===== src/hdl/fsc_pkg.sv =====
package fsc_pkg;

  localparam int DATA_W            = 15;
  localparam int FRAC_BITS_DEFAULT = 8;

  localparam int SAT_LIMIT = 45;
  localparam int EDGE_IN   = 3;
  localparam int EDGE_OUT  = 4;

  // Centroid sums over the points -40..40, folded per membership term.
  localparam int DEN_NEG  = 128;
  localparam int DEN_NB   = 12;
  localparam int DEN_MED  = 32;
  localparam int DEN_PB   = 12;
  localparam int DEN_POS  = 132;
  localparam int NUM_NEG  = 3136;
  localparam int NUM_NB   = 80;
  localparam int NUM_MED  = 16;
  localparam int NUM_PB   = 64;
  localparam int NUM_POS  = 3168;

  typedef struct packed {
    logic neg;
    logic zero;
  } fsc_flags_t;

endpackage


===== src/hdl/fsc_fuzzify.sv =====
module fsc_fuzzify #(
  parameter int FRAC_BITS = 8
) (
  input  logic                                 clk,
  input  logic                                 rst,
  input  logic                                 up_valid,
  output logic                                 up_ready,
  input  logic signed [fsc_pkg::DATA_W-1:0]    up_diff,
  output logic                                 dn_valid,
  input  logic                                 dn_ready,
  output logic [FRAC_BITS+8:0]                 dn_rem,
  output logic [FRAC_BITS+8:0]                 dn_dvs,
  output logic [FRAC_BITS+5:0]                 dn_dend,
  output fsc_pkg::fsc_flags_t                  dn_flags
);
  import fsc_pkg::*;

  localparam int SW  = FRAC_BITS + 10;
  localparam int MW  = FRAC_BITS + 1;
  localparam int DNW = FRAC_BITS + 8;
  localparam int NW  = FRAC_BITS + 13;
  localparam int DW  = 2 * FRAC_BITS + 14;
  localparam int QW  = FRAC_BITS + 6;
  localparam int DVW = FRAC_BITS + 9;

  localparam logic signed [SW-1:0] ONE  = SW'(1 << FRAC_BITS);
  localparam logic signed [SW-1:0] T3   = SW'(EDGE_IN << FRAC_BITS);
  localparam logic signed [SW-1:0] T4   = SW'(EDGE_OUT << FRAC_BITS);
  localparam logic signed [SW-1:0] T45  = SW'(SAT_LIMIT << FRAC_BITS);
  localparam logic signed [SW-1:0] NT3  = -T3;
  localparam logic signed [SW-1:0] NT4  = -T4;
  localparam logic signed [SW-1:0] NT45 = -T45;

  logic v1, v2, v3, v4;
  logic r1, r2, r3, r4;

  logic signed [SW-1:0] xs;
  logic [MW-1:0] pos_c, neg_c, med_c;
  logic [MW-1:0] pos1, neg1, med1;
  logic [MW-1:0] pos2, neg2, med2, mn2, mp2;
  logic [DNW-1:0] den3;
  logic [NW-1:0] num3;
  logic [NW-1:0] num_abs;
  logic [NW-2:0] mag;
  logic [DW-1:0] dividend;

  assign r4 = ~v4 | dn_ready;
  assign r3 = ~v3 | r4;
  assign r2 = ~v2 | r3;
  assign r1 = ~v1 | r2;
  assign up_ready = r1;
  assign dn_valid = v4;

  always_comb begin
    xs = SW'(up_diff);
    if (xs > T45) begin
      xs = T45;
    end else if (xs < NT45) begin
      xs = NT45;
    end

    pos_c = '0;
    if (xs >= T3 && xs <= T4) begin
      pos_c = MW'(xs - T3);
    end else if (xs > T4) begin
      pos_c = MW'(ONE);
    end

    neg_c = '0;
    if (xs <= NT4) begin
      neg_c = MW'(ONE);
    end else if (xs <= NT3) begin
      neg_c = MW'(NT3 - xs);
    end

    med_c = '0;
    if (xs >= NT4 && xs <= NT3) begin
      med_c = MW'(xs - NT4);
    end else if (xs > NT3 && xs <= T3) begin
      med_c = MW'(ONE);
    end else if (xs > T3 && xs <= T4) begin
      med_c = MW'(T4 - xs);
    end
  end

  assign num_abs  = num3[NW-1] ? -num3 : num3;
  assign mag      = num_abs[NW-2:0];
  assign dividend = (DW'(mag) << (FRAC_BITS + 1)) + DW'(den3);

  always_ff @(posedge clk) begin
    if (rst) begin
      v1 <= 1'b0;
      v2 <= 1'b0;
      v3 <= 1'b0;
      v4 <= 1'b0;
    end else begin
      if (r1) v1 <= up_valid;
      if (r2) v2 <= v1;
      if (r3) v3 <= v2;
      if (r4) v4 <= v3;
    end

    if (r1) begin
      pos1 <= pos_c;
      neg1 <= neg_c;
      med1 <= med_c;
    end

    if (r2) begin
      pos2 <= pos1;
      neg2 <= neg1;
      med2 <= med1;
      mn2  <= (med1 <= neg1) ? med1 : neg1;
      mp2  <= (med1 <= pos1) ? med1 : pos1;
    end

    if (r3) begin
      den3 <= DNW'(neg2) * DNW'(DEN_NEG) + DNW'(mn2) * DNW'(DEN_NB)
            + DNW'(med2) * DNW'(DEN_MED) + DNW'(mp2) * DNW'(DEN_PB)
            + DNW'(pos2) * DNW'(DEN_POS);
      num3 <= (NW'(pos2) * NW'(NUM_POS) + NW'(mp2) * NW'(NUM_PB))
            - (NW'(neg2) * NW'(NUM_NEG) + NW'(mn2) * NW'(NUM_NB)
               + NW'(med2) * NW'(NUM_MED));
    end

    if (r4) begin
      dn_rem        <= DVW'(dividend[DW-1:QW]);
      dn_dend       <= dividend[QW-1:0];
      dn_dvs        <= {den3, 1'b0};
      dn_flags.neg  <= num3[NW-1];
      dn_flags.zero <= (den3 == '0);
    end
  end

endmodule


===== src/hdl/fsc_cell.sv =====
module fsc_cell #(
  parameter int DVW = 17,
  parameter int QW  = 14
) (
  input  logic                 clk,
  input  logic                 rst,
  input  logic                 up_valid,
  output logic                 up_ready,
  input  logic [DVW-1:0]       up_rem,
  input  logic [DVW-1:0]       up_dvs,
  input  logic [QW-1:0]        up_dend,
  input  logic [QW-1:0]        up_quo,
  input  fsc_pkg::fsc_flags_t  up_flags,
  output logic                 dn_valid,
  input  logic                 dn_ready,
  output logic [DVW-1:0]       dn_rem,
  output logic [DVW-1:0]       dn_dvs,
  output logic [QW-1:0]        dn_dend,
  output logic [QW-1:0]        dn_quo,
  output fsc_pkg::fsc_flags_t  dn_flags
);
  import fsc_pkg::*;

  logic [DVW:0] rem_sh;
  logic [DVW:0] rem_sub;
  logic         take;

  assign up_ready = ~dn_valid | dn_ready;

  assign rem_sh  = {up_rem, up_dend[QW-1]};
  assign take    = (rem_sh >= {1'b0, up_dvs});
  assign rem_sub = rem_sh - {1'b0, up_dvs};

  always_ff @(posedge clk) begin
    if (rst) begin
      dn_valid <= 1'b0;
    end else if (up_ready) begin
      dn_valid <= up_valid;
    end

    if (up_ready) begin
      dn_rem   <= take ? rem_sub[DVW-1:0] : rem_sh[DVW-1:0];
      dn_dvs   <= up_dvs;
      dn_dend  <= {up_dend[QW-2:0], 1'b0};
      dn_quo   <= {up_quo[QW-2:0], take};
      dn_flags <= up_flags;
    end
  end

endmodule


===== src/hdl/fuzzy_steering_controller.sv =====
// Fuzzy steering controller with centroid defuzzification.
// The input channel (distance_valid, distance_ready, distance_diff) takes one
// signed right-minus-left distance per item in fixed point with FRAC_BITS
// fraction bits. The output channel (steer_valid, steer_ready, steer_angle)
// returns one steering angle per item in the same format.
// A front end of four register stages clamps the input, forms the three
// memberships and folds the centroid sums into a numerator and a denominator.
// A row of FRAC_BITS + 6 divider cells then produces one quotient bit each,
// and a final register applies the sign. Every stage holds its own valid bit,
// so one item can enter in every cycle unless the row is stalled, and empty
// stages close up while the receiver stalls. When steer_ready stays low the
// row fills and distance_ready falls only once every stage holds an item.
// Synchronous reset empties all stages.
module fuzzy_steering_controller #(
  parameter int FRAC_BITS = fsc_pkg::FRAC_BITS_DEFAULT
) (
  input  logic                               clk,
  input  logic                               rst,
  input  logic                               distance_valid,
  output logic                               distance_ready,
  input  logic signed [fsc_pkg::DATA_W-1:0]  distance_diff,
  output logic                               steer_valid,
  input  logic                               steer_ready,
  output logic signed [fsc_pkg::DATA_W-1:0]  steer_angle
);
  import fsc_pkg::*;

  localparam int QW  = FRAC_BITS + 6;
  localparam int DVW = FRAC_BITS + 9;
  localparam int EW  = (QW + 1 > DATA_W) ? QW + 1 : DATA_W;

  logic [QW:0]           c_valid;
  logic [QW:0]           c_ready;
  logic [QW:0][DVW-1:0]  c_rem;
  logic [QW:0][DVW-1:0]  c_dvs;
  logic [QW:0][QW-1:0]   c_dend;
  logic [QW:0][QW-1:0]   c_quo;
  fsc_flags_t [QW:0]     c_flags;

  logic                  out_load;
  logic signed [EW-1:0]  q_mag;
  logic signed [EW-1:0]  q_signed;

  fsc_fuzzify #(
    .FRAC_BITS(FRAC_BITS)
  ) u_fuzzify (
    .clk      (clk),
    .rst      (rst),
    .up_valid (distance_valid),
    .up_ready (distance_ready),
    .up_diff  (distance_diff),
    .dn_valid (c_valid[0]),
    .dn_ready (c_ready[0]),
    .dn_rem   (c_rem[0]),
    .dn_dvs   (c_dvs[0]),
    .dn_dend  (c_dend[0]),
    .dn_flags (c_flags[0])
  );

  assign c_quo[0] = '0;

  for (genvar k = 0; k < QW; k++) begin : g_cell
    fsc_cell #(
      .DVW(DVW),
      .QW (QW)
    ) u_cell (
      .clk      (clk),
      .rst      (rst),
      .up_valid (c_valid[k]),
      .up_ready (c_ready[k]),
      .up_rem   (c_rem[k]),
      .up_dvs   (c_dvs[k]),
      .up_dend  (c_dend[k]),
      .up_quo   (c_quo[k]),
      .up_flags (c_flags[k]),
      .dn_valid (c_valid[k+1]),
      .dn_ready (c_ready[k+1]),
      .dn_rem   (c_rem[k+1]),
      .dn_dvs   (c_dvs[k+1]),
      .dn_dend  (c_dend[k+1]),
      .dn_quo   (c_quo[k+1]),
      .dn_flags (c_flags[k+1])
    );
  end

  assign out_load    = ~steer_valid | steer_ready;
  assign c_ready[QW] = out_load;

  always_comb begin
    q_mag = EW'($signed({1'b0, c_quo[QW]}));
    if (c_flags[QW].zero) begin
      q_signed = '0;
    end else if (c_flags[QW].neg) begin
      q_signed = -q_mag;
    end else begin
      q_signed = q_mag;
    end
  end

  always_ff @(posedge clk) begin
    if (rst) begin
      steer_valid <= 1'b0;
    end else if (out_load) begin
      steer_valid <= c_valid[QW];
    end

    if (out_load) begin
      steer_angle <= q_signed[DATA_W-1:0];
    end
  end

endmodule


===== config.mk =====
export PLATFORM = sky130hd
export DESIGN_NAME = fuzzy_steering_controller
export DESIGN_NICKNAME = d
export VERILOG_FILES = /design/src/hdl/fsc_pkg.sv /design/src/hdl/fsc_fuzzify.sv /design/src/hdl/fsc_cell.sv /design/src/hdl/fuzzy_steering_controller.sv
export SDC_FILE = /design/constraint.sdc
export NUM_CORES = 1
export LEC_CHECK = 0
export ABC_AREA = 1
export BUFFER_PORTS_ARGS = -buffer_cell sky130_fd_sc_hd__buf_2
export CAP_MARGIN = 30
export CORE_MARGIN = 4
export CORE_UTILIZATION = 60
export CTS_CLUSTER_SIZE = 10
export DETAILED_ROUTE_END_ITERATION = 6
export PLACE_DENSITY = 0.76
export SETUP_SLACK_MARGIN = 0.4
export SYNTH_ARGS = -nofsm -noshare
export SYNTH_HDL_FRONTEND = slang
export SYNTH_HIERARCHICAL = 1
export SYNTH_SLANG_ARGS = --single-unit

===== constraint.sdc =====
create_clock -name clk -period 67.8 [get_ports clk]
set_input_delay 3.39 -clock clk [delete_from_list [all_inputs] [get_ports clk]]
set_output_delay 3.39 -clock clk [all_outputs]
set_load 0.1 [all_outputs]

==> run metrics, run 1 <==
Critical Path End Type=primary output; RD Place Congestion=0.9288; via count=39954; fin. max-slew vios=0; root buf cell=clkbuf_16; # fillers=7084; wire per inst=16.55 microns; overall routing resource usage=0.2515; total wire length=~120000 microns; post-synthesis area per instance=roughly 9.0 sq um; Critical Path Source Type=input port; worst hold path type=flop to flop; maxcap violations=0; clock skew=0.04762 ns; # hold bufs at CTS=0; Starting Density=0.6081; pin count of the biggest net entering global routing=between 50 and 60; htree depth=3; setup tns final=0 ns; CTS-repair resized insts=0; HPWL after detailed placement=around 94000 microns; hold path depth=0; die area=96690 sq um; TritonCTS clock tree=done; Final ANT Viol Nets=0; Register-to-Register Path Depth=45; Buffers on Ports=35; fin crit period=about 16 ns; WP data required=approximately 64 ns; Worst-Margin Slew=just under 0.9 ns; RSZ-0062 raised after global routing=no; Crit path largest cell delay=0.53 ns; standard-cell rows=110; final setup fails=0; Residual DRC=0; setup bufs post-CTS=0; Clock Latency Late Sink=0.68 ns; Top Layer Used=met4; Die X=311.0 microns; crit path kind=input port to primary output; # IOs=36; slew margin rel.=0.4143; first-pass GRT wire length=approximately 200000 microns; final hold vios=0; R2R Setup Slk=58.15 ns; DIE HEIGHT=311.0 microns; Fmax=61.56 MHz; worst-path maximum fanout=52; met3 wire length=~7500 microns; final net count=6723; Worst-path clk slew=0.05 ns; wl on met1=between 50000 and 60000 microns; Hold Path Sink=g_cell[1].u_cell/dn_flags[0]$_DFFE_PP_; Iter 0 DRT Violations=approximately 3600; CTS Buf Count=98; area of the multi-input gates=around 25000 sq um; Arr. time, crit path=12.85 ns; Avg Vias per Cell=5.373; drt pass-1 iters=7; Longest Clk Path Bufs=3; CTS Sinks=836; outcome=completed; Post-Syn Area=55070 sq um; met2 routed WL=~59000 microns; Reg2Reg Launch Point=steer_valid$_SDFFE_PP0P_; initial antenna violation count=3; Post-Syn Instances=6089; share of layout cells above drive strength 1=0.1248; number of global-route vias before repair=37724; Hold Crit Start=g_cell[0].u_cell/dn_flags[0]$_DFFE_PP_; Synthesis Warnings=6; Sequential Area=around 25000 sq um; CP dominant cell by count=inv_1; slowest CP cell=buf_4; Layout area overhead=7.737%; GR Overflow Total=0; R2R Path End=u_fuzzify/mn2[5]$_DFFE_PP_; period utilisation layout=0.2396; core box area=90560 sq um
-- metrics by stage --
| stage | worst slack, ns | instances | instance area, sq um | utilization | hold slack [ns] |
|---|---|---|---|---|---|
| after floorplan | 40.91 | 6094 | 55090 | - | 0.4003 |
| after global placement | 50.57 | 7259 | 56280 | 0.6214 | 0.4014 |
| after detailed placement | 51.41 | 7261 | 56320 | 0.6219 | 0.4045 |
| after CTS | 51.29 | 7435 | 59330 | 0.6551 | 0.3940 |
| after global routing | 50.38 | 7435 | 59330 | 0.6551 | 0.3963 |
| final | 51.56 | 7436 | 59330 | 0.6551 | 0.3985 |
-- flip-flops by register name (all words and copies together) (netlist names), 2 cells and up --
register and flops:
u_fuzzify/mp2 9, u_fuzzify/pos2 9, g_cell.u_cell/dn_quo 105, u_fuzzify/med2 9, u_fuzzify/neg2 9, g_cell.u_cell/dn_rem 221, u_fuzzify/den3 14, u_fuzzify/med1 9
u_fuzzify/num3 17, u_fuzzify/dn_dend 12, u_fuzzify/dn_rem 16, g_cell.u_cell/dn_flags 28, u_fuzzify/dn_flags 2, u_fuzzify/mn2 9, g_cell.u_cell/dn_dend 91, steer_angle 15
g_cell.u_cell/dn_valid 14, g_cell.u_cell/dn_dvs 221, u_fuzzify/pos1 9, u_fuzzify/neg1 9, u_fuzzify/dn_dvs 3
-- worst max-delay path by stage --
stage	startpoint	endpoint	slack, ns	cells past startpoint
6_report	steer_ready	distance_ready	51.56	48
5_1_grt	steer_ready	distance_ready	50.38	48
3_5_place_dp	steer_ready	distance_ready	51.41	48
4_1_cts	steer_ready	distance_ready	51.29	48
3_3_place_gp	steer_ready	distance_ready	50.57	47
2_1_floorplan	steer_ready	distance_ready	40.91	36
-- critical path: cells and delay by family --
family	cells	cell delay, ns
AND/OR/NAND/NOR	19	2.68
buffers and inverters	29	6.68
-- layout make-up --
type / count / share of cell area
Multi-Input combinational cell: 4010 / 0.4236
Clock buffer: 156 / 0.04621
Tap cell: 1176 / 0.02480
Antenna cell: 1 / 0.00004218
Inverter: 1183 / 0.07485
Sequential cell: 836 / 0.4199
Timing Repair Buffer: 56 / 0.006032
Clock inverter: 18 / 0.004492
-- cell usage in the layout (no fill, tap or decap), types with 99 or more instances in the layout --
master,count
xor2_1,146
nand2_4,148
clkbuf_16,99
a21oi_1,211
edfxtp_1,817
nand3_1,466
nand2_1,1652
inv_1,1107
nand2_2,214
ha_1,435
nor2_1,211
-- per-layer routing --
layer,up-vias,GRT usage
met3,247,0.03430
met2,1395,0.4261
li1,19751,-
met1,18561,0.3379
met5,-,0
met4,0,0.07999
Power of run 1 is left out: the tool's default activity adds up to more than one toggle a clock period on the data nets, which glitch-free logic cannot reach.
==> run 2, diff against run 1 <==
--- a/config.mk
+++ b/config.mk
@@ -12,7 +12,7 @@
 export CORE_UTILIZATION = 60
 export CTS_CLUSTER_SIZE = 10
 export DETAILED_ROUTE_END_ITERATION = 6
-export PLACE_DENSITY = 0.76
+export PLACE_DENSITY = 0.79
 export SETUP_SLACK_MARGIN = 0.4
 export SYNTH_ARGS = -nofsm -noshare
 export SYNTH_HDL_FRONTEND = slang
==> constraint.sdc (replaced) <==
create_clock -name clk -period 14.2 [get_ports clk]
set_input_delay 0.71 -clock clk [delete_from_list [all_inputs] [get_ports clk]]
set_output_delay 0.71 -clock clk [all_outputs]
set_load 0.1 [all_outputs]
==> run 2 against run 1 <==
Flip-flop and latch count is the same. First-iteration DRC count down 7.8%. Design area down 0.15%. Clock skew up 0.00059 ns. Core utilization shrank 0.098 points. Count of clock-buffer cells in the layout shrank 4. Critical path type is now flop to primary output. Critical path depth down 7. Via count is 0.11% higher. Sequential share of layout area increased by 0.063 points.
==> run metrics, run 2 (synthesized netlist as in run 1, its figures left out) <==
final hold vios=0; crit path kind=flop to primary output; Crit path largest cell delay=~0.55 ns; CP dominant cell by count=inv_1; Layout area overhead=7.575%; Util after Layout=0.6541; most frequent cells in the layout=nand2_1, inv_1, edfxtp_1; Critical Path Source Type=flop; Sequential Area=between 20000 and 25000 sq um; # fillers=roughly 7100; initial antenna violation count=2; standard-cell rows=110; area of the multi-input gates=25170 sq um; wl on met1=51560 microns; Arr. time, crit path=between 10 and 15 ns; design area=59240 sq um; met2 routed WL=59900 microns; # IOs=36; core box area=90560 sq um; slowest CP cell=nand2_4; number of global-route vias before repair=about 38000; R2R Setup Slk=3.26 ns; die area=96690 sq um; CTS Sinks=about 840; drt pass-1 iters=6; worst-path maximum fanout=52; wire per inst=16.63 microns; htree depth=3; fin crit period=11.90 ns; pin count of the biggest net entering global routing=53; # hold bufs at CTS=0; commonest non-fill, non-tap cell in the layout=nand2_1; WP data required=between 10 and 15 ns; Die X=311.0 microns; setup bufs post-CTS=0; share of layout cells above drive strength 1=0.1230; Fmax=84.03 MHz; Worst-path clk slew=0.05 ns; Residual DRC=0; setup tns final=0 ns; GR Overflow Total=0; DIE HEIGHT=311.0 microns; Buffers on Ports=35; maxcap violations=0; worst hold path type=input port to flop; Final ANT Viol Nets=0; Avg Vias per Cell=5.388; via count=roughly 40000; RSZ-0062 raised after global routing=no; CTS-repair resized insts=0; Worst-Margin Slew=0.9041 ns; first-pass GRT wire length=196700 microns; TritonCTS clock tree=done; Longest Clk Path Bufs=3; root buf cell=clkbuf_16; final setup fails=0; RD Place Congestion=0.9439; clock skew=around 0.048 ns; HPWL after detailed placement=94030 microns; largest registers=g_cell.u_cell/dn_dvs: 221 flops, g_cell.u_cell/dn_rem: 221 flops, g_cell.u_cell/dn_quo: 105 flops; Critical Path End Type=primary output; CTS Buf Count=97; Clock Latency Late Sink=0.68 ns; Top Layer Used=met4; met3 wire length=between 7000 and 8000 microns; slew margin rel.=0.3960; fin. max-slew vios=0; Iter 0 DRT Violations=3326; overall routing resource usage=0.2515; dpl cell area=between 50000 and 60000 sq um; period utilisation layout=0.8381; Starting Density=0.6081; total wire length=123400 microns; outcome=completed; final net count=6714
==> run 2: per-layer routing <==
| layer | GRT usage | vias to the layer above |
|---|---|---|
| li1 | - | 19730 |
| met1 | 0.3294 | 18566 |
| met2 | 0.4335 | 1418 |
| met3 | 0.03510 | 284 |
| met4 | 0.08316 | 0 |
| met5 | 0 | - |
==> run 2: final timing paths <==
kind                                         start                               endpoint  depth (start not counted)
min reg2reg  g_cell[0].u_cell/dn_dend[5]$_DFFE_PP_  g_cell[1].u_cell/dn_dend[6]$_DFFE_PP_                          0
min                                 distance_valid              u_fuzzify/v1$_SDFFE_PP0P_                          3
max                       steer_valid$_SDFFE_PP0P_                         distance_ready                         41
max reg2reg               steer_valid$_SDFFE_PP0P_            u_fuzzify/neg2[5]$_DFFE_PP_                         40
==> run 2: worst max-delay path, delay by kind of cell (launching register included) <==
family / cells / cell delay [ns]
flip-flops: 1 / 0.31
buffers and inverters: 22 / 5.14
AND/OR/NAND/NOR: 19 / 4.96
==> run 2: final cells by class <==
| type | instances | area share |
|---|---|---|
| diodes | 1 | 0.00004224 |
| clock buffers | 152 | 0.04514 |
| clock inverters | 17 | 0.004647 |
| inverters | 1183 | 0.07509 |
| multi-input cells | 4010 | 0.4248 |
| flip-flops and latches | 836 | 0.4206 |
| well taps | 1176 | 0.02484 |
| repair buffers | 48 | 0.004858 |
==> run 2: through the flow <==
stage | hold slack (ns) | instances | setup WS [ns]
final | 0.3500 | 7423 | 2.299
after detailed placement | 0.4045 | 7253 | 2.367
after floorplan | 0.4003 | 6094 | 0.4185
after global routing | 0.3370 | 7422 | 1.112
after CTS | 0.3214 | 7422 | 2.090
after global placement | 0.4012 | 7253 | 2.711
Power of run 2 is left out for the same reason.
